===== config.mk =====
export PLATFORM = sky130hd
export DESIGN_NAME = two_stage_autorepeat_timer
export DESIGN_NICKNAME = d
export VERILOG_FILES = /design/src/atr_pkg.sv /design/src/atr_cfg_regs.sv /design/src/atr_step.sv /design/src/two_stage_autorepeat_timer.sv
export VERILOG_INCLUDE_DIRS = /design/src /design/src/src
export SDC_FILE = /design/constraint.sdc
export NUM_CORES = 1
export LEC_CHECK = 0
export BUFFER_PORTS_ARGS = -buffer_cell sky130_fd_sc_hd__buf_4
export CAP_MARGIN = 10
export CORE_ASPECT_RATIO = 0.8
export CORE_UTILIZATION = 40
export CTS_BUF_LIST = sky130_fd_sc_hd__clkbuf_4
export CTS_CLUSTER_DIAMETER = 80
export CTS_CLUSTER_SIZE = 24
export DETAILED_ROUTE_END_ITERATION = 8
export PLACE_DENSITY = 0.55
export SLEW_MARGIN = 20
export SYNTH_ARGS = -nofsm -noshare
export SYNTH_HDL_FRONTEND = slang
export SYNTH_SLANG_ARGS = --single-unit

===== constraint.sdc =====
create_clock -name clk -period 21.2 [get_ports clk]
set_input_delay 3.18 -clock clk [delete_from_list [all_inputs] [get_ports clk]]
set_output_delay 3.18 -clock clk [all_outputs]
set_load 0.05 [all_outputs]

===== src/two_stage_autorepeat_timer_macros.svh =====
// Assertion macros for the two-stage autorepeat timer.
// Included by the modules that check their own logic; needs clk and rst_n in scope.
`ifndef TWO_STAGE_AUTOREPEAT_TIMER_MACROS_SVH
`define TWO_STAGE_AUTOREPEAT_TIMER_MACROS_SVH

// Same-cycle implication, disabled in reset
`define ATR_ASSERT_NOW(label, ante, cons, msg) \
  label: assert property (@(posedge clk) disable iff (!rst_n) (ante) |-> (cons)) \
    else $error(msg);

// Next-cycle implication, disabled in reset
`define ATR_ASSERT_NEXT(label, ante, cons, msg) \
  label: assert property (@(posedge clk) disable iff (!rst_n) (ante) |=> (cons)) \
    else $error(msg);

`endif


===== src/atr_pkg.sv =====
// Shared types, constants and helpers for the two-stage autorepeat timer.
// No dependencies; imported by every module of the block.
`timescale 1ns / 1ps

package atr_pkg;

  localparam int TIME_WIDTH  = 32;  // width of the held and since-fire accumulators
  localparam int STAMP_W     = 32;  // timestamp width, differences wrap at this width
  localparam int CFG_W       = 16;
  localparam int VAL_W       = 16;
  localparam int PHASE_W     = 2;
  localparam int IDX_W       = 2;
  localparam int SUM_W       = ((TIME_WIDTH > STAMP_W) ? TIME_WIDTH : STAMP_W) + 1;
  localparam int IN_TDATA_W  = ((STAMP_W + VAL_W + 7) / 8) * 8;
  localparam int OUT_TDATA_W = ((VAL_W + PHASE_W + 7) / 8) * 8;

  typedef enum logic [PHASE_W-1:0] {
    PH_START  = 2'd0,
    PH_FIRST  = 2'd1,
    PH_SECOND = 2'd2
  } phase_t;

  typedef enum logic [IDX_W-1:0] {
    CFG_FIRST_DELAY   = 2'd0,
    CFG_FIRST_PERIOD  = 2'd1,
    CFG_SECOND_DELAY  = 2'd2,
    CFG_SECOND_PERIOD = 2'd3
  } cfg_idx_t;

  typedef struct packed {
    logic [CFG_W-1:0] first_delay;
    logic [CFG_W-1:0] first_period;
    logic [CFG_W-1:0] second_delay;
    logic [CFG_W-1:0] second_period;
  } cfg_t;

  typedef struct packed {
    logic [STAMP_W-1:0]      now_ms;
    logic                    new_touch;
    logic signed [VAL_W-1:0] button_value;
  } poll_t;

  typedef struct packed {
    logic                    fire;
    logic signed [VAL_W-1:0] value_out;
    phase_t                  phase;
  } result_t;

  // Saturating accumulate of an elapsed time into an accumulator
  function automatic logic [TIME_WIDTH-1:0] sat_add(input logic [TIME_WIDTH-1:0] acc,
                                                    input logic [STAMP_W-1:0]    d);
    logic [SUM_W-1:0] s;
    s = SUM_W'(acc) + SUM_W'(d);
    if (|s[SUM_W-1:TIME_WIDTH]) begin
      return '1;
    end
    return s[TIME_WIDTH-1:0];
  endfunction

endpackage


===== src/atr_cfg_regs.sv =====
// Configuration register file of the autorepeat timer: delays and periods.
// Depends on atr_pkg.
`timescale 1ns / 1ps

module atr_cfg_regs (
  input  logic                        clk,
  input  logic                        rst_n,
  input  logic                        cfg_valid,
  output logic                        cfg_ready,
  input  logic [atr_pkg::IDX_W-1:0]   cfg_index,
  input  logic [atr_pkg::CFG_W-1:0]   cfg_data,
  output atr_pkg::cfg_t               cfg
);
  import atr_pkg::*;

  cfg_t cfg_r;
  cfg_t cfg_nxt;

  // Writes are always taken
  assign cfg_ready = 1'b1;
  assign cfg      = cfg_r;

  // Decode the register index
  always_comb begin
    cfg_nxt = cfg_r;
    if (cfg_valid) begin
      unique case (cfg_idx_t'(cfg_index))
        CFG_FIRST_DELAY:   cfg_nxt.first_delay   = cfg_data;
        CFG_FIRST_PERIOD:  cfg_nxt.first_period  = cfg_data;
        CFG_SECOND_DELAY:  cfg_nxt.second_delay  = cfg_data;
        CFG_SECOND_PERIOD: cfg_nxt.second_period = cfg_data;
        default:           cfg_nxt = cfg_r;
      endcase
    end
  end

  always_ff @(posedge clk) begin
    if (!rst_n) begin
      cfg_r <= '0;
    end else begin
      cfg_r <= cfg_nxt;
    end
  end

endmodule


===== src/atr_step.sv =====
// Per-poll state update of the autorepeat timer: elapsed time, accumulators,
// phase and fire decision. Depends on atr_pkg.
`timescale 1ns / 1ps

module atr_step (
  input  logic              clk,
  input  logic              rst_n,
  input  logic              step_en,
  input  atr_pkg::poll_t    poll,
  input  atr_pkg::cfg_t     cfg,
  output atr_pkg::result_t  result
);
  import atr_pkg::*;

  logic [STAMP_W-1:0]    last_poll_r, last_poll_nxt;
  logic [TIME_WIDTH-1:0] held_r, held_nxt;
  logic [TIME_WIDTH-1:0] since_fire_r, since_fire_nxt;
  phase_t                phase_r, phase_nxt;

  logic [STAMP_W-1:0]    elapsed;
  logic [TIME_WIDTH-1:0] held_sum;
  logic [TIME_WIDTH-1:0] since_sum;
  logic                  fire;

  // Elapsed time wraps with the timestamp
  assign elapsed   = poll.now_ms - last_poll_r;
  assign held_sum  = sat_add(held_r, elapsed);
  assign since_sum = sat_add(since_fire_r, elapsed);

  // Phase and fire decision
  always_comb begin
    phase_nxt = phase_r;
    held_nxt  = held_sum;
    fire      = 1'b0;
    if (poll.new_touch) begin
      phase_nxt = PH_START;
      held_nxt  = '0;
      fire      = 1'b1;
    end else if (held_sum > TIME_WIDTH'(cfg.second_delay)) begin
      phase_nxt = PH_SECOND;
      fire      = since_sum > TIME_WIDTH'(cfg.second_period);
    end else if (held_sum > TIME_WIDTH'(cfg.first_delay)) begin
      phase_nxt = PH_FIRST;
      fire      = since_sum > TIME_WIDTH'(cfg.first_period);
    end

    // A touch leaves the since-fire time alone, but it also fires and so clears it
    if (fire) begin
      since_fire_nxt = '0;
    end else begin
      since_fire_nxt = since_sum;
    end
    last_poll_nxt = poll.now_ms;
  end

  assign result.fire      = fire;
  assign result.value_out = poll.button_value;
  assign result.phase     = phase_nxt;

  always_ff @(posedge clk) begin
    if (!rst_n) begin
      last_poll_r  <= '0;
      held_r       <= '0;
      since_fire_r <= '0;
      phase_r      <= PH_START;
    end else if (step_en) begin
      last_poll_r  <= last_poll_nxt;
      held_r       <= held_nxt;
      since_fire_r <= since_fire_nxt;
      phase_r      <= phase_nxt;
    end
  end

endmodule


===== src/two_stage_autorepeat_timer.sv =====
// Top level of the two-stage autorepeat timer: stream ports, poll and result registers.
// Depends on atr_pkg, atr_cfg_regs, atr_step and the assertion macro header.
`timescale 1ns / 1ps

// Each input item is one poll of a held button; each poll gives exactly one result
// item. The block takes one poll per clock cycle while out_tready keeps the result
// register draining; a poll passes through the poll register, then the result register.
// The rate is set by the update of the held and since-fire accumulators, which every
// poll reads and writes. A full result register that is not taken stalls the poll
// register, and then in_tready drops. Configuration writes are taken in any cycle
// and belong in idle periods.

`include "two_stage_autorepeat_timer_macros.svh"

module two_stage_autorepeat_timer (
  input  logic                                clk,
  input  logic                                rst_n,
  // input items
  input  logic                                in_tvalid,
  output logic                                in_tready,
  input  logic [atr_pkg::IN_TDATA_W-1:0]      in_tdata,   // now_ms[31:0], button_value[47:32]
  input  logic                                in_tuser,   // new_touch
  // result items
  output logic                                out_tvalid,
  input  logic                                out_tready,
  output logic [atr_pkg::OUT_TDATA_W-1:0]     out_tdata,  // value_out[15:0], phase[17:16], zero fill
  output logic                                out_tuser,  // fire
  // configuration writes
  input  logic                                cfg_valid,
  output logic                                cfg_ready,
  input  logic [atr_pkg::IDX_W-1:0]           cfg_index,
  input  logic [atr_pkg::CFG_W-1:0]           cfg_data
);
  import atr_pkg::*;

  cfg_t    cfg;
  poll_t   poll_in;
  poll_t   poll_r;
  logic    poll_valid_r, poll_valid_nxt;
  result_t step_res;
  result_t res_r;
  logic    res_valid_r, res_valid_nxt;
  logic    advance;

  atr_cfg_regs u_cfg (
    .clk       (clk),
    .rst_n     (rst_n),
    .cfg_valid (cfg_valid),
    .cfg_ready (cfg_ready),
    .cfg_index (cfg_index),
    .cfg_data  (cfg_data),
    .cfg       (cfg)
  );

  // Unpack the input item
  assign poll_in.now_ms       = in_tdata[STAMP_W-1:0];
  assign poll_in.new_touch    = in_tuser;
  assign poll_in.button_value = in_tdata[STAMP_W+VAL_W-1:STAMP_W];

  // Advance the held poll when the result register is free or being emptied
  assign advance   = poll_valid_r && (!res_valid_r || out_tready);
  assign in_tready = !poll_valid_r || advance;

  atr_step u_step (
    .clk     (clk),
    .rst_n   (rst_n),
    .step_en (advance),
    .poll    (poll_r),
    .cfg     (cfg),
    .result  (step_res)
  );

  // Handshake bookkeeping for both registers
  always_comb begin
    poll_valid_nxt = poll_valid_r;
    if (in_tvalid && in_tready) begin
      poll_valid_nxt = 1'b1;
    end else if (advance) begin
      poll_valid_nxt = 1'b0;
    end

    res_valid_nxt = res_valid_r;
    if (advance) begin
      res_valid_nxt = 1'b1;
    end else if (out_tready) begin
      res_valid_nxt = 1'b0;
    end
  end

  always_ff @(posedge clk) begin
    if (!rst_n) begin
      poll_valid_r <= 1'b0;
      res_valid_r  <= 1'b0;
    end else begin
      poll_valid_r <= poll_valid_nxt;
      res_valid_r  <= res_valid_nxt;
    end
  end

  // Payload registers: load on accept, hold otherwise
  always_ff @(posedge clk) begin
    if (in_tvalid && in_tready) begin
      poll_r <= poll_in;
    end
    if (advance) begin
      res_r <= step_res;
    end
  end

  // Pack the result item
  assign out_tvalid = res_valid_r;
  assign out_tuser  = res_r.fire;
  assign out_tdata  = {{(OUT_TDATA_W-PHASE_W-VAL_W){1'b0}}, res_r.phase, res_r.value_out};

  // A touch always fires in its result
  `ATR_ASSERT_NEXT(a_touch_fires, advance && poll_r.new_touch, out_tvalid && out_tuser, "touch did not fire")
  // The phase only takes the start, first or second code
  `ATR_ASSERT_NOW(a_phase_legal, out_tvalid, (res_r.phase == PH_START) || (res_r.phase == PH_FIRST) || (res_r.phase == PH_SECOND), "illegal phase in result")
  // Input stalls only behind a held poll and a stalled result
  `ATR_ASSERT_NOW(a_stall_cause, !in_tready, poll_valid_r && res_valid_r && !out_tready, "input stalled without cause")
  // A taken result with nothing behind it leaves the output empty
  `ATR_ASSERT_NEXT(a_drain, out_tvalid && out_tready && !advance, !out_tvalid, "result repeated")

endmodule

* After elaboration in Yosys (flattened, before gate mapping) *
Index checks and enable logic that the tools add are counted.

storage, ports and cells
  logic and storage cells = 57
  register bits = 232
  RAM bits = 0
  ROM bits = 0
  latch bits = 0
  output and inout port bits = 28
  memories kept = 0
  input bits = 72

cells by class
  $mul = 0
  shift operators = 0
  add/subtract/negate cells = 3
  equality and inequality tests = 3
  bitwise logic cells = 0
  magnitude comparators = 4
  reductions and logical operators = 13
  div/mod/pow operators = 0
  mux-type cells = 18

operators with widths
  operator                                                         count
  32-bit 2-to-1 mux                                                6
  32-bit by 16-bit > comparator with 1-bit output                  4
  32-bit by 32-bit adder with 33-bit output                        2
  32-bit subtractor                                                1
  1-bit 2-to-1 mux                                                 9
  2-bit AND reduction                                              4
  2-bit 2-to-1 mux                                                 3
  2-bit == test, second input constant                             2
  2-bit nonzero test                                               2
  2-bit by 1-bit == test with 1-bit output, second input constant  1
  1-bit logical AND                                                2
  1-bit logical NOT                                                2
  2-bit logical NOT                                                1
  1-bit logical OR                                                 2

* Logic depth before layout (Yosys ltp) *
  depth in word-level cells = 9
  gate-level depth with buffers = 39
  depth with buffers taken out = 36

* Cells and area by module *
Synthesis repeated with hierarchy kept, for this count alone.

second synthesis, totals
  cells, all modules = 1688
  area total of the unflattened synthesis = 15238.4 um^2

by module, submodules not included
  module                      instances  cells an instance  area an instance (um^2)  sequential area each (um^2)
  atr_step                    1          1374               10664.0                  1961.9
  atr_cfg_regs                1          230                2379.8                   1281.2
  two_stage_autorepeat_timer  1          84                 2194.6                   2082.0

* Least setup slack after synthesis *
OpenSTA, ideal clock, no wires.

  kind = register -> register
  start = register poll_r[23] in the netlist's numbering
  end = register res_r, in the netlist out_tuser (data pin)
  stages on the path, launching flop included = 33
  path buffers = 1
  data arrival time = 7.246 ns
  setup time = 0.262 ns
  data required time = 20.938 ns
  path slack = 13.692 ns
  cell sequence = edfxtp_1 > ha_1 > a21o_1 > or4_1 > o32ai_1 > o21ba_2 > o21ai_0 > o41a_1 > a21boi_0 > o21bai_1 > a21oi_1 > xnor2_1 > ha_1 > a21o_1 > a21o_1 > a21oi_1 > nand2_1 > o22ai_2 > o21a_1 > clkbuf_1 > nand2_1 > ha_1 > a21o_1 > a21oi_1 > nor2b_1 > o31ai_1 > a31oi_1 > a211oi_1 > nand4_1 > nor4_2 > nand4_2 > mux2_4 > or2_2

RTL lines
  what                    RTL line                           source
  from (decl)             two_stage_autorepeat_timer.sv:38   poll_t poll_r;
  from (signal assigned)  two_stage_autorepeat_timer.sv:103  poll_r <= poll_in;
  to (signal assigned)    two_stage_autorepeat_timer.sv:106  res_r <= step_res;
  to (decl)               two_stage_autorepeat_timer.sv:41   result_t res_r;

==> results.cfg <==
[clock_network]
clk-insertion-delay-late_ps = 730
post-cts-setup-buffer-count = 0
clock_sinks = 232
cts_buffer_depth = 3
cts.repair.resized = 0
cts_tree = done
h-tree-depth = 1
cts_buffers = 16
root_buffer = clkbuf_4
cts_hold_buf = 0
path_clk_slew_ps = 240

[sta]
max_slew_margin_pct = 35.4
period_minus_slack_ps = 9140
worstMarginPinSlew_ps = 969
final.setup.tns_ps = 0
drv_slew = 0
post-route-period-util_pct = 43.1
final_hold_viol_count = 0
fin_ws_ps = 12060
rsz0062_at_grt = false
fin_hold_ws_ps = 437
setup_viol = 0
fmax_mhz = 109
finClkSkew_ps = 37.2

[floorplan]
core.rowCount = 63
dieWidth_um = 222
io_pins = 100
initial_core_util_pct = 41.1
die_y_um = 178
core-area_um2 = 37500
die_area_um2 = 39400

[yosys]
synth-async-reset-ratio_pct = 0
synth_area_leaders = dfxtp_1 (21%), edfxtp_1 (13%), ha_1 (13%)
synth_ff_type = dfxtp_1
ys_warn_count = 0
syn-instance-count = 1807
synth_edf_count = 68
yosys.area.top_type = dfxtp_1
yosys.area.top_type_share_pct = 21.3
ys_seq_area_share_pct = 34.5
syn_avg_cell_area_um2 = 8.54
ys_ff_latch = 232
netlist_area_um2 = 15400
ys_types = 77

[setup_path]
worst_setup_path_start_kind = register
cpMostUsedCell = o21a_1
rr_worst_depth = 32
ff2ff_setup_slack_ps = 12060
critical_path_arrival_ps = 9660
endpoint_kind = register
rr_endpoint = out_tuser
crit_type = reg -> reg
reg2reg_from = poll_r[23]
cp_slowest_cell = o32ai_1
required_ps = 21720
slowest_delay_ps = 530
crit_fanout = 32

[cells_and_area]
drive_gt1_share_pct = 10.4
mostFrequentLayoutCells = nand2_1 (301), dfxtp_1 (164), ha_1 (159)
area.growth.synth_to_final_pct = 8.26
final_common_cell = nand2_1
nets = 2076
stdcell_count = 2341

[run_status]
status = finished, final reports clean

[placement]
dpl.cell_count = 2311
gp_congestion = 0.906
dp_slack_ps = 12160
numPortBuffers = 92
place_hpwl_mm = 31.3

[routing]
remaining_drc_errors = 0
drt_pre_antenna_iters = 5
wire_per_inst_um = 17.6
dr_total_vias = 12700
drtAntennaViolNets = 0
wl_mm = 41.2
drtIter0Drc = 978
vias_per_cell = 5.42

[hold_path]
min-delay-start = poll_r[8]
hold_class = reg -> reg
holdPathStages = 0
min_to = out_tdata[8]

[global_route]
grt_util_all_layers_pct = 20.8
grt_max_degree = 82
grt_antenna_before_repair = 2
grt_pass1_vias = 12100
grt_pass1_wl_mm = 65.0
grt_overflow = 0

[power]
ir_drop_mv = 0.0534
finalPower_uw = 1140
powerDensity_nw_per_um2 = 68.2
total_leakage_power_uw = 0.00661

[job]
maxCapViolCount = 0
worst max-delay path: cells and delay by family, from the launching register on:
kind	cells	cell delay [ps]
buffers and inverters	1	330
DFF	1	440
and+or+nand+nor	5	1160
muxes	1	530
xor gates and xnor gates	1	190
adders and majority gates	3	1070
AOI/OAI and AO/OA	21	5200
Yosys cell counts (17+ instances only):
master / count
a211oi_1: 26
a21boi_0: 103
a21o_1: 48
a21oi_1: 122
a22oi_1: 19
and3_1: 17
clkbuf_1: 73
dfxtp_1: 164
edfxtp_1: 68
ha_1: 159
inv_1: 125
nand2_1: 301
nand3_1: 27
nand4_1: 31
nor2_1: 84
nor2b_1: 52
o21a_1: 23
o21ai_0: 66
o31ai_2: 31
xnor2_1: 58
xor2_1: 23
worst max-delay path by stage:
stage | startpoint | endpoint | slack [ps] | depth (start not counted)
after global routing | poll_r[23] | out_tuser | 11510 | 31
after detailed placement | poll_r[23] | out_tuser | 12160 | 32
after CTS | poll_r[23] | out_tuser | 12100 | 32
final | poll_r[23] | out_tuser | 12060 | 32
after global placement | poll_r[23] | out_tuser | 12500 | 32
after floorplan | poll_r[23] | out_tuser | 13690 | 32
state kept, by name (all words and copies together), names as in the netlist:
signal and cells:
u_cfg.cfg 64, out_tdata 18, out_tuser 1, poll_valid_r 1, u_step.phase_r 2, poll_r 49
out_tvalid 1, u_step.last_poll_r 32, u_step.held_r 32, u_step.since_fire_r 32
final cells by class:
class | count | area [um2]
flip-flops and latches | 232 | 5330
diodes | 2 | 5.00
clock inverters | 10 | 123
inverters | 126 | 474
multi-input cells | 1365 | 9280
repair buffers | 101 | 758
fillers | 3810 | 20800
clock buffers | 18 | 135
well taps | 487 | 609
metrics by stage:
stage | instance area, um2 | utilization (%)
floorplan | 15400 | -
global placement | 16400 | 43.8
detailed placement | 16400 | 43.8
CTS | 16700 | 44.5
global route | 16700 | 44.5
finish | 16700 | 44.5
layer usage:
metal | GRT usage (%) | part of all wire [%] | up-vias
li1 | - | - | 6430
met1 | 31.4 | 53 | 5991
met2 | 31.6 | 42 | 234
met3 | 2.76 | 4.5 | 33
met4 | 3.39 | 1.2 | 2
met5 | 0 | 0.022 | -
power breakdown:
group | internal (uW) | total [uW] | switching, uW
sequential | 476 | 486 | 9.97
clock | 61.7 | 225 | 163
combinational | 162 | 429 | 267
total | 700 | 1140 | 440
kinds of logic after synthesis:
family / Yosys count / share of synthesized area [%]
XOR/XNOR: 81 / 4.60
AO/OA/AOI/OAI: 527 / 24.3
AND/OR/NAND/NOR: 583 / 17.3
buffers and inverters: 215 / 5.55
flip-flops: 232 / 34.5
adder cells (fa/ha/maj): 162 / 13.3
other: 2 / 0.0487
multiplexers: 5 / 0.373
(Power assumes the default switching activity.)
